## src/rtl/point_cloud_box_projection_filter_top_defines.svh

```systemverilog
// Assertion macros for the box projection filter modules.
// Each module that asserts includes this file; it needs clk and arst_n in scope.
`ifndef POINT_CLOUD_BOX_PROJECTION_FILTER_TOP_DEFINES_SVH
`define POINT_CLOUD_BOX_PROJECTION_FILTER_TOP_DEFINES_SVH

// Same-cycle implication, checked outside reset.
`define PCBPF_ASSERT_IMP(lbl, ante, cons, msg) \
	lbl: assert property (@(posedge clk) disable iff (!arst_n) (ante) |-> (cons)) \
		else $error(msg);

// Next-cycle implication, checked outside reset.
`define PCBPF_ASSERT_NXT(lbl, ante, cons, msg) \
	lbl: assert property (@(posedge clk) disable iff (!arst_n) (ante) |=> (cons)) \
		else $error(msg);

`endif

```

## src/rtl/pcbpf_pkg.sv

```systemverilog
// Types and constants of the point cloud box projection filter.
// Used by every module of the block; depends on nothing.
package pcbpf_pkg;

	localparam logic [1:0] CMD_CLEAR  = 2'd0;
	localparam logic [1:0] CMD_APPEND = 2'd1;
	localparam logic [1:0] CMD_POINT  = 2'd2;
	localparam logic [1:0] CMD_END    = 2'd3;

	localparam logic [2:0] REG_FOCAL_X  = 3'd0;
	localparam logic [2:0] REG_FOCAL_Y  = 3'd1;
	localparam logic [2:0] REG_CENTER_X = 3'd2;
	localparam logic [2:0] REG_CENTER_Y = 3'd3;
	localparam logic [2:0] REG_WIDTH    = 3'd4;
	localparam logic [2:0] REG_HEIGHT   = 3'd5;
	localparam logic [2:0] REG_RADIUS   = 3'd6;
	localparam logic [2:0] REG_MARGIN   = 3'd7;

	// Slot and box count fields sized for the largest table of 256 boxes.
	localparam int SLOT_W = 8;
	localparam int NBOX_W = 9;
	localparam int FIFO_DEPTH = 4;
	localparam int FIFO_PTR_W = 2;
	localparam int FIFO_CNT_W = 3;
	localparam int PIX_W = 13;

	typedef struct packed {
		logic [1:0]         cmd;
		logic signed [31:0] pos_x;
		logic signed [31:0] pos_y;
		logic signed [31:0] pos_z;
		logic               finite;
		logic [11:0]        box_left;
		logic [11:0]        box_top;
		logic [11:0]        box_right;
		logic [11:0]        box_bottom;
	} in_item_t;

	typedef struct packed {
		logic signed [31:0] out_x;
		logic signed [31:0] out_y;
		logic signed [31:0] out_z;
		logic [11:0]        pixel_u;
		logic [11:0]        pixel_v;
		logic               cloud_done;
		logic [23:0]        kept_count;
	} out_item_t;

	typedef struct packed {
		logic [31:0] focal_x;
		logic [31:0] focal_y;
		logic [31:0] center_x;
		logic [31:0] center_y;
		logic [12:0] img_width;
		logic [12:0] img_height;
		logic [31:0] max_radius;
		logic [7:0]  edge_margin;
	} cfg_t;

	typedef struct packed {
		logic [11:0] left;
		logic [11:0] top;
		logic [11:0] right;
		logic [11:0] bottom;
	} box_t;

	typedef enum logic [1:0] {
		K_APPEND,
		K_POINT,
		K_END
	} kind_t;

	typedef struct packed {
		kind_t              kind;
		logic [31:0]        x;
		logic [31:0]        y;
		logic [31:0]        z;
		box_t               box;
		logic [SLOT_W-1:0]  slot;
		logic [NBOX_W-1:0]  nbox;
	} job_t;

	typedef enum logic [2:0] {
		ST_IDLE,
		ST_MUL,
		ST_SUM,
		ST_CHK,
		ST_DIV,
		ST_BND,
		ST_BRD,
		ST_BCMP
	} state_t;

endpackage

```

## src/rtl/pcbpf_fifo.sv

```systemverilog
// Short job queue between the front and back ends.
// Depends on pcbpf_pkg for the job type and depth.
module pcbpf_fifo (
	input  logic            clk,
	input  logic            arst_n,
	input  logic            wr,
	input  pcbpf_pkg::job_t wr_data,
	output logic            full,
	input  logic            rd,
	output pcbpf_pkg::job_t rd_data,
	output logic            empty
);
	import pcbpf_pkg::*;

	job_t                  slots_q [FIFO_DEPTH];
	logic [FIFO_PTR_W-1:0] wp_q, rp_q;
	logic [FIFO_CNT_W-1:0] cnt_q;

	assign full    = (cnt_q == FIFO_CNT_W'(FIFO_DEPTH));
	assign empty   = (cnt_q == '0);
	assign rd_data = slots_q[rp_q];

	always_ff @(posedge clk) begin
		if (wr && !full) slots_q[wp_q] <= wr_data;
	end

	always_ff @(posedge clk or negedge arst_n) begin
		if (!arst_n) begin
			wp_q  <= '0;
			rp_q  <= '0;
			cnt_q <= '0;
		end else begin
			if (wr && !full) wp_q <= wp_q + 1'b1;
			if (rd && !empty) rp_q <= rp_q + 1'b1;
			cnt_q <= cnt_q + FIFO_CNT_W'(wr && !full) - FIFO_CNT_W'(rd && !empty);
		end
	end

endmodule

```

## config.mk

```make
export PLATFORM = sky130hd
export DESIGN_NAME = pcbpf_fifo
export DESIGN_NICKNAME = d
export VERILOG_FILES = /design/src/rtl/point_cloud_box_projection_filter_top_defines.svh /design/src/rtl/pcbpf_pkg.sv /design/src/rtl/pcbpf_fifo.sv
export SDC_FILE = /design/constraint.sdc
export NUM_CORES = 1
export LEC_CHECK = 0
export BUFFER_PORTS_ARGS = -buffer_cell sky130_fd_sc_hd__buf_4
export CAP_MARGIN = 5
export CORE_ASPECT_RATIO = 1.25
export CORE_MARGIN = 5
export CORE_UTILIZATION = 42
export CTS_CLUSTER_SIZE = 28
export DETAILED_ROUTE_END_ITERATION = 8
export PLACE_DENSITY = 0.63
export SLEW_MARGIN = 10
export SYNTH_ARGS = -nofsm -noshare
export SYNTH_HDL_FRONTEND = slang
export SYNTH_SLANG_ARGS = --single-unit
export TNS_END_PERCENT = 50
```

## constraint.sdc

```tcl
create_clock -name clk -period 6.4 [get_ports clk]
set_clock_uncertainty 0.15 [all_clocks]
set_input_delay 1.6 -clock clk [delete_from_list [all_inputs] [get_ports clk]]
set_output_delay 1.6 -clock clk [all_outputs]
set_load 0.005 [all_outputs]
```

# --- After elaboration in Yosys (flattened, before gate mapping) ---
# Memories as Yosys holds them, arrays and structs flattened.
# Index checks and enable logic that the tools add are counted.
op_classes:
  n_addsub: 4
  n_eq_ne: 1
  n_mux: 2
  reduce_logical: 5
op_table:
  columns: ["op", "n"]
  rows:
  - ["$add A2 B1 Y2 const B", 2]
  - ["$add A3 B1 Y3", 1]
  - ["$eq A3 B3 Y1 const B", 1]
  - ["$logic_not A3 Y1", 1]
  - ["$sub A3 B1 Y3", 1]
  - ["$logic_and A1 B1 Y1", 2]
  - ["$logic_not A1 Y1", 2]
  - ["$mux W1", 2]
word_totals:
  register_bits: 7
  mem_bits_rw: 652
  memories: 1
mem_list:
  columns: ["name", "depth", "word_bits", "rd", "rd_clocked_by_memory_dff", "wr", "line", "text"]
  rows:
  - ["slots_q", 4, 163, 1, 0, 1, "pcbpf_fifo.sv:15", "job_t slots_q [FIFO_DEPTH];"]

# --- Logic depth before layout (Yosys ltp) ---
logic_depth:
  depth_word: 5
  depth_mapped: 8
  depth_no_buf: 8

# --- Worst setup path after synthesis ---
# Ideal clock, no wire load.
synth_path:
  kind: "input to register"
  from: "input wr"
  to: "memory slots_q[0][0] in the netlist's numbering (enable)"
  setup_ns: 0.544
  t_arrival_ns: 5.390
  path_slack_ns: 0.316
  stages: 1
  n_path_buf: 0
  cell_sequence: "and3b_1"
synth_between:
  elab_chain_len: 3
synth_lines:
  columns: ["item", "line", "text"]
  rows:
  - ["from (decl)", "pcbpf_fifo.sv:6", "input logic wr,"]
  - ["$logic_and A1 B1 Y1", "pcbpf_fifo.sv:24", "if (wr && !full) slots_q[wp_q] <= wr_data;"]
  - ["$mux W1", "pcbpf_fifo.sv:24", null]
  - ["$mux W1 (not written as such)", "pcbpf_fifo.sv:24", null]
  - ["to (decl)", "pcbpf_fifo.sv:15", null]
# Every way passes these cells.

==> flow_metrics.tcl <==
set metrics [dict create \
    area_growth_pct 21.9 \
    grt_pass1_vias 11400 \
    rsz0062_at_grt "false" \
    switchingPower_mw 3.66 \
    crit_path_start_kind "flip-flop" \
    vias 10800 \
    worstPathArrival_ns 2.74 \
    sw_frac_of_total_pct 27.0 \
    row_count 98 \
    syn_area_sq_um 24100 \
    vdd_ir_drop_max_mv 0.419 \
    setup_viol 0 \
    synth_nets 1067 \
    cp_slowest_cell "buf_12" \
    period_share_pct 70.1 \
    antenna_found_initial 7 \
    timing.setup.tns_ns 0 \
    crit_required_ns 4.65 \
    ys_types 21 \
    outcome "complete, no violations" \
    routed_wirelength_mm 48.4 \
    netlist_instances 893 \
    ant_nets 0 \
    finalMaxSlewViolations 0 \
    core_sq_um 57000 \
    grt_usage_pct 15.3 \
    vias_per_cell 5.20 \
    cts_resized 0 \
    cts_buffer_depth 3 \
    crit_chain "buf_12, mux4_2, buf_4" \
    cp_num_buf_inv 2 \
    pre_cts_ws_ns 2.51 \
    leakage_nw 9.89 \
    clock-sinks 659 \
    cts_tree "yes" \
    fin_nets 1437 \
    numCtsBuffers 61 \
    p_per_area_nw_per_um2 461 \
    fp.dieArea_sq_um 62300 \
    gr-total-overflow 0 \
    cpPeakStageDelay_ns 0.69 \
    path_delay_family "buffers and inverters" \
    initial_core_util_pct 42.3 \
    hpwlAfterDp_mm 28.6 \
    cts_hold_buf 0 \
    combinationalPowerShare_pct 29.4 \
    dr.pass1.iters 4 \
    clock_latency_ns 0.60 \
    seq_power_share_pct 43.8 \
    die_y_um 278 \
    post-route-min-period_ns 4.49 \
    cts_max_level 2 \
    max_freq_mhz 223 \
    intPower_mw 9.89 \
    cts_setup_buffers 0 \
    drt_iter0_drc 767 \
    clk_pin_slew_ns 0.06 \
    cp_max_fo 146 \
    hold_viol 0 \
    clockRootBuffer "clkbuf_16" \
    critical_path_class "reg -> out" \
    ys_seq_area_share_pct 81.9 \
    maxCapViolations 0 \
    synth.largest_area_cell "edfxtp_1" \
    maxSlewHeadroom_pct 32.5 \
    yosysWarnings 0 \
    r2r_slack_ns 3.61 \
    critPathCaptureType "output port" \
    drc 0 \
    grt_max_degree 147 \
    power.share.clock_pct 26.8 \
    layout_setup_ws_ns 1.91 \
    die_w_um 224 \
    grt_first_pass_wirelength_mm 72.8 \
    min_path_type "reg -> reg" \
    synth_area_leaders "edfxtp_1 81%, mux4_2 15%, buf_12 0.91%, dfrtp_1 0.73%, buf_2 0.33%" \
    drive_gt1_share_pct 45.9 \
    ios 332 \
    portBuffers 331 \
    syn_area_per_cell_sq_um 27.0 \
    tightest_slew_ns 1.01 \
    nFillCells 4430 \
    ys_seq_elements 659 \
    gp_congestion 0.731 \
    synth_top_cell_area_share_pct 81.2 \
    post_drt_wl_per_cell_um 23.4 \
]
[cells in the mapped netlist]
master	number
and3b_1	4
buf_12	11
buf_2	16
buf_4	1
buf_6	7
clkbuf_1	2
dfrtp_1	7
edfxtp_1	652
fa_1	1
ha_1	6
inv_1	6
mux4_2	163
nand2_1	1
nand2b_1	4
nand4bb_1	2
nor3_1	1
nor3b_2	1
o211ai_1	2
o311ai_0	1
o31ai_1	1
xnor2_1	4
[metal layers]
metal | vias to the layer above | wire, um | GRT usage [%]
met5 | - | 14 | 0
met4 | 2 | 1410 | 5.09
met3 | 83 | 3500 | 4.49
met2 | 318 | 25000 | 25.7
met1 | 5736 | 18500 | 19.3
li1 | 4631 | - | -
[cells by family (layout without fill, tap and decap cells)]
| group | count (synthesis) | count (layout) | synth area share, % |
|---|---|---|---|
| xor gates and xnor gates | 4 | 4 | 0.145 |
| other | 0 | 6 | 0 |
| buffers and inverters | 43 | 464 | 1.73 |
| adders and majority gates | 7 | 7 | 0.394 |
| and+or+nand+nor | 13 | 13 | 0.431 |
| DFF | 659 | 659 | 81.9 |
| muxes | 163 | 163 | 15.2 |
| AOI/OAI and AO/OA | 4 | 4 | 0.130 |
[state kept, by name, indices dropped and copies added (netlist names)]
name     count
cnt_q        3
rp_q         2
slots_q    652
wp_q         2
[through the flow]
stage	power [mW]	instances	hold WS, ns	cell area [sq um]	util [%]
after CTS	13.8	2064	0.462	29400	51.5
after floorplan	8.38	893	0.393	24100	-
after global routing	14.2	2067	0.508	29400	51.5
after global placement	10.1	1950	0.429	27300	48.0
after detailed placement	10.2	1950	0.445	27300	48.0
final	13.5	2070	0.459	29400	51.5
[placed cells by master (no fill, tap or decap), types with 5 or more instances in the layout]
cell type,n
diode_2,6
bufinv_16,8
edfxtp_1,652
clkinv_1,11
ha_1,6
inv_1,6
dfrtp_1,5
clkbuf_1,14
buf_4,337
clkinv_2,10
mux4_2,163
buf_12,7
clkbuf_16,63
[power groups by stage]
stage                     Sequential [mW]  Combinational [mW]  Clock [mW]
after floorplan                      6.03                2.36           0
after global placement               5.99                4.13           0
after detailed placement             6.04                4.13           0
after CTS                            5.94                4.14        3.75
after global routing                 6.00                4.28        3.93
final                                5.93                3.98        3.64
[final timing paths]
| check | from | endpoint | cells past startpoint |
|---|---|---|---|
| worst min register to register | wp_q[1] | wp_q[1] | 2 |
| worst max register to register | cnt_q[2] | slots_q[0][99] | 3 |
| worst max-delay path | rp_q[1] | rd_data[118] | 3 |
| max in group asynchronous | arst_n | rp_q[1] | 1 |
| min in group asynchronous | arst_n | rp_q[0] | 1 |
| worst min-delay path | wp_q[1] | wp_q[1] | 2 |
[worst reg2reg max path, cell delays in order (launching register included)]
cell,delay [ns]
dfrtp_1,0.45
nor3b_2,0.25
and3b_4,0.84
buf_4,0.67
[cell type report]
cell class	count	area (sq um)	share of cell area (%)
clock inverters	37	399	1.36
inverters	6	22.5	0.0766
multi-input cells	191	3950	13.4
flip-flops and latches	659	19800	67.2
well taps	750	938	3.19
diodes	6	15.0	0.0511
clock buffers	77	1630	5.54
repair buffers	344	2670	9.09
(Power assumes the default switching activity.)
