`config.mk`:
```
export PLATFORM = sky130hd
export DESIGN_NAME = pcbpf_front
export DESIGN_NICKNAME = d
export VERILOG_FILES = /design/src/rtl/point_cloud_box_projection_filter_top_defines.svh /design/src/rtl/pcbpf_pkg.sv /design/src/rtl/pcbpf_front.sv
export SDC_FILE = /design/constraint.sdc
export NUM_CORES = 1
export LEC_CHECK = 0
export BUFFER_PORTS_ARGS = -buffer_cell sky130_fd_sc_hd__buf_2
export CORE_AREA = 3 3 123 125
export DETAILED_ROUTE_END_ITERATION = 8
export DIE_AREA = 0 0 126 128
export GPL_TIMING_DRIVEN = 0
export PLACE_DENSITY = 0.48
export SLEW_MARGIN = 20
export SYNTH_ARGS = -nofsm -noshare
export SYNTH_HDL_FRONTEND = slang
export SYNTH_SLANG_ARGS = --single-unit
export TNS_END_PERCENT = 1
```
`constraint.sdc`:
```
create_clock -name clk -period 1.7 [get_ports clk]
set_clock_uncertainty 0.05 [all_clocks]
set_input_delay 0.085 -clock clk [delete_from_list [all_inputs] [get_ports clk]]
set_output_delay 0.085 -clock clk [all_outputs]
set_load 0.03 [all_outputs]
```
`src/rtl/point_cloud_box_projection_filter_top_defines.svh`:
```
// Assertion macros for the box projection filter modules.
// Each module that asserts includes this file; it needs clk and arst_n in scope.
`ifndef POINT_CLOUD_BOX_PROJECTION_FILTER_TOP_DEFINES_SVH
`define POINT_CLOUD_BOX_PROJECTION_FILTER_TOP_DEFINES_SVH

// Same-cycle implication, checked outside reset.
`define PCBPF_ASSERT_IMP(lbl, ante, cons, msg) \
	lbl: assert property (@(posedge clk) disable iff (!arst_n) (ante) |-> (cons)) \
		else $error(msg);

// Next-cycle implication, checked outside reset.
`define PCBPF_ASSERT_NXT(lbl, ante, cons, msg) \
	lbl: assert property (@(posedge clk) disable iff (!arst_n) (ante) |=> (cons)) \
		else $error(msg);

`endif

```
`src/rtl/pcbpf_pkg.sv`:
```
// Types and constants of the point cloud box projection filter.
// Used by every module of the block; depends on nothing.
package pcbpf_pkg;

	localparam logic [1:0] CMD_CLEAR  = 2'd0;
	localparam logic [1:0] CMD_APPEND = 2'd1;
	localparam logic [1:0] CMD_POINT  = 2'd2;
	localparam logic [1:0] CMD_END    = 2'd3;

	localparam logic [2:0] REG_FOCAL_X  = 3'd0;
	localparam logic [2:0] REG_FOCAL_Y  = 3'd1;
	localparam logic [2:0] REG_CENTER_X = 3'd2;
	localparam logic [2:0] REG_CENTER_Y = 3'd3;
	localparam logic [2:0] REG_WIDTH    = 3'd4;
	localparam logic [2:0] REG_HEIGHT   = 3'd5;
	localparam logic [2:0] REG_RADIUS   = 3'd6;
	localparam logic [2:0] REG_MARGIN   = 3'd7;

	// Slot and box count fields sized for the largest table of 256 boxes.
	localparam int SLOT_W = 8;
	localparam int NBOX_W = 9;
	localparam int FIFO_DEPTH = 4;
	localparam int FIFO_PTR_W = 2;
	localparam int FIFO_CNT_W = 3;
	localparam int PIX_W = 13;

	typedef struct packed {
		logic [1:0]         cmd;
		logic signed [31:0] pos_x;
		logic signed [31:0] pos_y;
		logic signed [31:0] pos_z;
		logic               finite;
		logic [11:0]        box_left;
		logic [11:0]        box_top;
		logic [11:0]        box_right;
		logic [11:0]        box_bottom;
	} in_item_t;

	typedef struct packed {
		logic signed [31:0] out_x;
		logic signed [31:0] out_y;
		logic signed [31:0] out_z;
		logic [11:0]        pixel_u;
		logic [11:0]        pixel_v;
		logic               cloud_done;
		logic [23:0]        kept_count;
	} out_item_t;

	typedef struct packed {
		logic [31:0] focal_x;
		logic [31:0] focal_y;
		logic [31:0] center_x;
		logic [31:0] center_y;
		logic [12:0] img_width;
		logic [12:0] img_height;
		logic [31:0] max_radius;
		logic [7:0]  edge_margin;
	} cfg_t;

	typedef struct packed {
		logic [11:0] left;
		logic [11:0] top;
		logic [11:0] right;
		logic [11:0] bottom;
	} box_t;

	typedef enum logic [1:0] {
		K_APPEND,
		K_POINT,
		K_END
	} kind_t;

	typedef struct packed {
		kind_t              kind;
		logic [31:0]        x;
		logic [31:0]        y;
		logic [31:0]        z;
		box_t               box;
		logic [SLOT_W-1:0]  slot;
		logic [NBOX_W-1:0]  nbox;
	} job_t;

	typedef enum logic [2:0] {
		ST_IDLE,
		ST_MUL,
		ST_SUM,
		ST_CHK,
		ST_DIV,
		ST_BND,
		ST_BRD,
		ST_BCMP
	} state_t;

endpackage

```
`src/rtl/pcbpf_front.sv`:
```
// Front end: accepts input beats, tracks the box table's fill and fresh mark,
// and queues the jobs that the back end must carry out. Depends on pcbpf_pkg.
module pcbpf_front #(
	parameter int MAX_BOXES = 16
) (
	input  logic                clk,
	input  logic                arst_n,
	input  logic                push,
	input  pcbpf_pkg::in_item_t item,
	output logic                full,
	input  logic                q_full,
	output logic                q_wr,
	output pcbpf_pkg::job_t     q_data
);
	import pcbpf_pkg::*;

	localparam int CNT_W = $clog2(MAX_BOXES + 1);

	logic             fresh_q;
	logic [CNT_W-1:0] cnt_q;
	logic             acc;

	assign full = q_full;
	assign acc  = push && !q_full;

	always_comb begin
		q_data.kind = K_POINT;
		q_data.x    = item.pos_x;
		q_data.y    = item.pos_y;
		q_data.z    = item.pos_z;
		q_data.box  = '{item.box_left, item.box_top, item.box_right, item.box_bottom};
		q_data.slot = SLOT_W'(cnt_q);
		q_data.nbox = NBOX_W'(cnt_q);
		q_wr        = 1'b0;
		unique case (item.cmd)
			CMD_CLEAR: begin
				q_wr = 1'b0;
			end
			CMD_APPEND: begin
				q_data.kind = K_APPEND;
				q_wr = acc && (cnt_q < CNT_W'(MAX_BOXES));
			end
			CMD_POINT: begin
				q_data.kind = K_POINT;
				q_wr = acc && fresh_q && (cnt_q != '0) && item.finite;
			end
			CMD_END: begin
				q_data.kind = K_END;
				q_wr = acc;
			end
			default: q_wr = 1'b0;
		endcase
	end

	always_ff @(posedge clk or negedge arst_n) begin
		if (!arst_n) begin
			fresh_q <= 1'b0;
			cnt_q   <= '0;
		end else if (acc) begin
			case (item.cmd)
				CMD_CLEAR: begin
					fresh_q <= 1'b1;
					cnt_q   <= '0;
				end
				CMD_APPEND: begin
					if (cnt_q < CNT_W'(MAX_BOXES)) cnt_q <= cnt_q + 1'b1;
				end
				CMD_END: fresh_q <= 1'b0;
				default: ;
			endcase
		end
	end

endmodule

```
Word-level counts from Yosys, hierarchy flattened:

Cells that the tools add are included.
W data, S select, Z words.

* mux-type cells: 5
* eq/ne operators: 4
* add/sub/neg operators: 1
* reduce and logical (&&, ||, !) cells: 12
* order comparisons: 1

Operators with widths (number)
* $pmux W5 S2: 1
* $add A5 B1 Y5 const B: 1
* $logic_and A1 B1 Y1: 5
* $lt A5 B5 Y1 const B: 1
* $mux W5: 1
* $reduce_bool A5 Y1: 1
* $eq A2 B2 Y1 const B: 2
* $pmux W1 S4: 1
* $pmux W2 S2: 1
* $reduce_bool A2 Y1: 2
* $reduce_and A3 Y1: 1
* $eq A2 B1 Y1 const B: 1
* $logic_not A2 Y1: 1
* $ne A2 B2 Y1 const B: 1
* $pmux W1 S2: 1
* $reduce_and A2 Y1: 1
* $logic_not A1 Y1: 1

* input port bits: 151
* logic and storage cells: 25
* flip-flop bits (word level): 6
* output and inout bits: 165

Longest topological paths before layout:

* depth in word-level cells: 6
* depth in mapped cells: 5
* gate-level depth less buffers: 5

Worst setup path after synthesis:

OpenSTA, ideal clock, no wires.

* kind: reg-to-output
* start point: register cnt_q[0]
* end point: output q_wr
* arrival: 1818 ps
* buffers on the path: 0
* setup slack: -253 ps
* required time: 1565 ps
* stages on the path, launching flop included: 6
* cell sequence: dfrtp_1 inv_1 ha_1 or4b_1 nand4_1 a211oi_1

* longest elaborated chain between the ends: 4
* elaborated cells between the ends (all ways): 6
* classes of those cells: 1 x order compare; 1 x mux; 4 x reduce/logical

Ends and longest elaborated chain
* start, declared: RTL line pcbpf_front.sv:20 `logic [CNT_W-1:0] cnt_q;`
* start signal, assigned: RTL line pcbpf_front.sv:66 `if (cnt_q < CNT_W'(MAX_BOXES)) cnt_q <= cnt_q + 1'b1;`
* branches (longest 3 deep; another with $lt A5 B5 Y1)
* $pmux W1 S4 (*): RTL line pcbpf_front.sv:35 `unique case (item.cmd)`
* end, declared: RTL line pcbpf_front.sv:12 `output logic q_wr,`

Every way passes the cells marked *.

Final worst setup path:

* start point: register cnt_q[1]
* end point: output q_wr

The elaborated chain is that of the path after synthesis.

==> flow_summary.toml <==
[run_status]
status = "complete, but fails checks"
violations = "setup timing"

[global_route]
grt_pass1_wl_um = 6890
grtUsageTotal_pct = 5.35
grt_max_degree = 8
overflow = 0
grt_pass1_vias = 1463
antenna_found_initial = 1

[logic_synthesis]
synth-xor-area-share_pct = 0
synth_top_area_share_pct = 73.7
synth_top_family_by_area = "buffers and inverters"
synthFlopType = "dfrtp_1"
synth_cell_type_count = 20
synthesis.area_mm2 = 0.00160
synthAdderAreaFrac_pct = 5.47
postSynthCellCount = 199
synth_mux_area_share_pct = 1.95
yosys.area_share.simple_pct = 5.55
synth_edf_count = 0
synth_compound_area_share_pct = 2.35
avgSynthCellArea_um2 = 8.04
synth_commonest_cells = "157 x buf_4, 7 x ha_1, 6 x dfrtp_1, 6 x inv_1"
async_reset_ff_share_pct = 100
yosys.area.top_type = "buf_4"
yosys_register_bits = 6
yosys_warnings = 0
ys_top_cells_by_area = "buf_4 74%, dfrtp_1 9.4%, ha_1 5.5%"
yosysMostFrequentCell = "buf_4"
yosysSeqAreaShare_pct = 9.38

[worst_setup_path]
crit_type = "flip-flop to output port"
end_kind = "output port"
timing.rr.start = "cnt_q[4]"
reg2reg_to = "cnt_q[0]"
r2r_slack_ns = 0.38
crit_fanout = 2
crit_arrival_ns = 1.63
required_ns = 1.56
worstRegToRegCells = 3
cp-start-kind = "flip-flop"

[final_layout]
synthToLayoutAreaGrowth_pct = 74.4
finish.utilization_pct = 19.9
nets = 536
fin_cells = 556
fillers = 1582
layout-drive-gt1-share_pct = 89.1
diodes = 0

[placement]
placed_cells = 549
place_hpwl_um = 5150
io_buffers = 164
gp_congestion = 0.663

[clock_network]
cts_buffers = 3
cts_max_level = 1
clk_latency_ns = 0.23
clock_path_buffers = 2
cts-root-buf = "clkbuf_16"
cts_tree = "yes"
path_clk_slew_ns = 0.03
cts.sinks = 6

[pwr]
p_leak_nw = 1.72
p_per_area_mw_per_mm2 = 589
ir_worst_vdd_mv = 0.219

[routing]
drtIter0Drc = 16
routed_wirelength_um = 5440
post-route-drc-count = 0
postRouteAntennaNets = 0
drt-pass1-iter-count = 4
via_count = 1688
vias_per_cell = 3.04
wl_per_cell_um = 9.78

[floorplan]
die_h_um = 128
fp-row-count = 43
start_util_pct = 11.4
core_mm2 = 0.0140
ios = 316
die_area_mm2 = 0.0161
die_w_um = 126

[timing]
hold_viol_final = 0
setup_violations = 1
max_freq_mhz = 567
fin_crit_ns = 1.76
setup_ws_ns = -0.0631
finalCritPeriodShare_pct = 104
slew_violations = 0
rsz0062_at_grt = "yes"

[worst_hold_path]
min_path_type = "primary input to flip-flop"
holdPathEnd = "fresh_q"
worstHoldStart = "push"
min_path_cells = 3

[job]
cap_violations = 0
==> repair_timing <==
item                       CTS  global route
gates resized for setup      6             0
buffers inserted             2             1
gates cloned                 0             0
hold endpoints to repair     6             0
pin swaps                    1             1
setup endpoints to repair    1             1
hold buffers                 1             0
==> report_power, final <==
group | leakage (nW) | total [mW] | switching [mW] | internal, mW
sequential | 0.0767 | 0.185 | 0.0197 | 0.165
clock | 0.0370 | 0.382 | 0.0796 | 0.302
combinational | 1.60 | 1.08 | 0.633 | 0.444
total | 1.72 | 1.64 | 0.732 | 0.912
==> sequential cells by signal, summed over array words and instances (netlist names) <==
| name | cells |
|---|---|
| fresh_q | 1 |
| cnt_q | 5 |
==> final cells by class <==
cell class	instances	area, µm²	area share, %
Buffer	157	1180	42.2
Timing Repair Buffer	168	856	30.7
Tap cell	180	225	8.07
Multi-Input combinational cell	36	280	10.0
Sequential cell	6	153	5.47
Inverter	6	22.5	0.807
Clock buffer	3	75.1	2.69
==> layer usage <==
metal  track usage [%]  share of wire (%)  vias up  wire, µm
met5                 0               0.37        -        20
met2              10.4                 56      177      3060
li1                  -                  -      811         -
met1              4.69                 24      694      1310
met4              1.32               0.66        2        36
met3              3.08                 19        4      1020
==> worst max path at each step <==
stage | start | to | slack, ns | cells after the start
final | cnt_q[1] | q_wr | -0.06 | 6
after global routing | cnt_q[1] | q_wr | -0.14 | 6
after CTS | cnt_q[0] | q_wr | -0.07 | 6
after detailed placement | cnt_q[0] | q_wr | 0.04 | 6
after global placement | cnt_q[1] | q_wr | 0.07 | 6
after floorplan | cnt_q[0] | q_wr | 0.004 | 5
==> metrics by stage <==
stage	setup WS, ns	power, mW	area, µm²	TNS, ns	hold WS [ns]
2_1_floorplan	0.00407	1.00	1630	0	-0.261
3_3_place_gp	0.0745	1.23	2670	0	-0.135
3_5_place_dp	0.0388	1.24	2670	0	-0.127
4_1_cts	-0.0689	1.66	2780	-0.0689	0.169
5_1_grt	-0.136	1.73	2790	-0.136	0.205
6_report	-0.0631	1.64	2790	-0.0631	0.169
==> placed cells by master (no fill, tap or decap) <==
cell           Yosys  final
buf_2              0    163
buf_4            157    161
ha_1               7      7
conb_1             1      7
inv_1              6      4
dfrtp_1            6      4
nand4_1            3      3
nand2_1            3      3
clkbuf_16          0      3
inv_2              0      2
a21oi_1            2      2
o31ai_1            2      2
mux2i_1            2      2
dfrtp_2            0      2
nor2_1             1      1
or4b_4             0      1
nand2b_1           1      1
a211oi_2           0      1
and4bb_4           1      1
nand4bb_1          1      1
nand3_1            1      1
nor2b_1            1      1
mux2_2             1      1
o21ai_0            1      1
dlygate4sd3_1      0      1
==> critical path, cell delays in order, from the launching register on <==
cell      delay (ns)
dfrtp_2         0.40
inv_2           0.06
ha_1            0.12
or4b_4          0.46
nand4_1         0.10
a211oi_2        0.08
buf_4           0.18
==> cells by family after synthesis <==
family | count (synthesis)
compound gates | 6
fa+ha+maj | 7
buf+inv | 163
flops | 6
mux | 3
other cells | 1
simple gates | 13
Power figures use the tool's default switching activity.
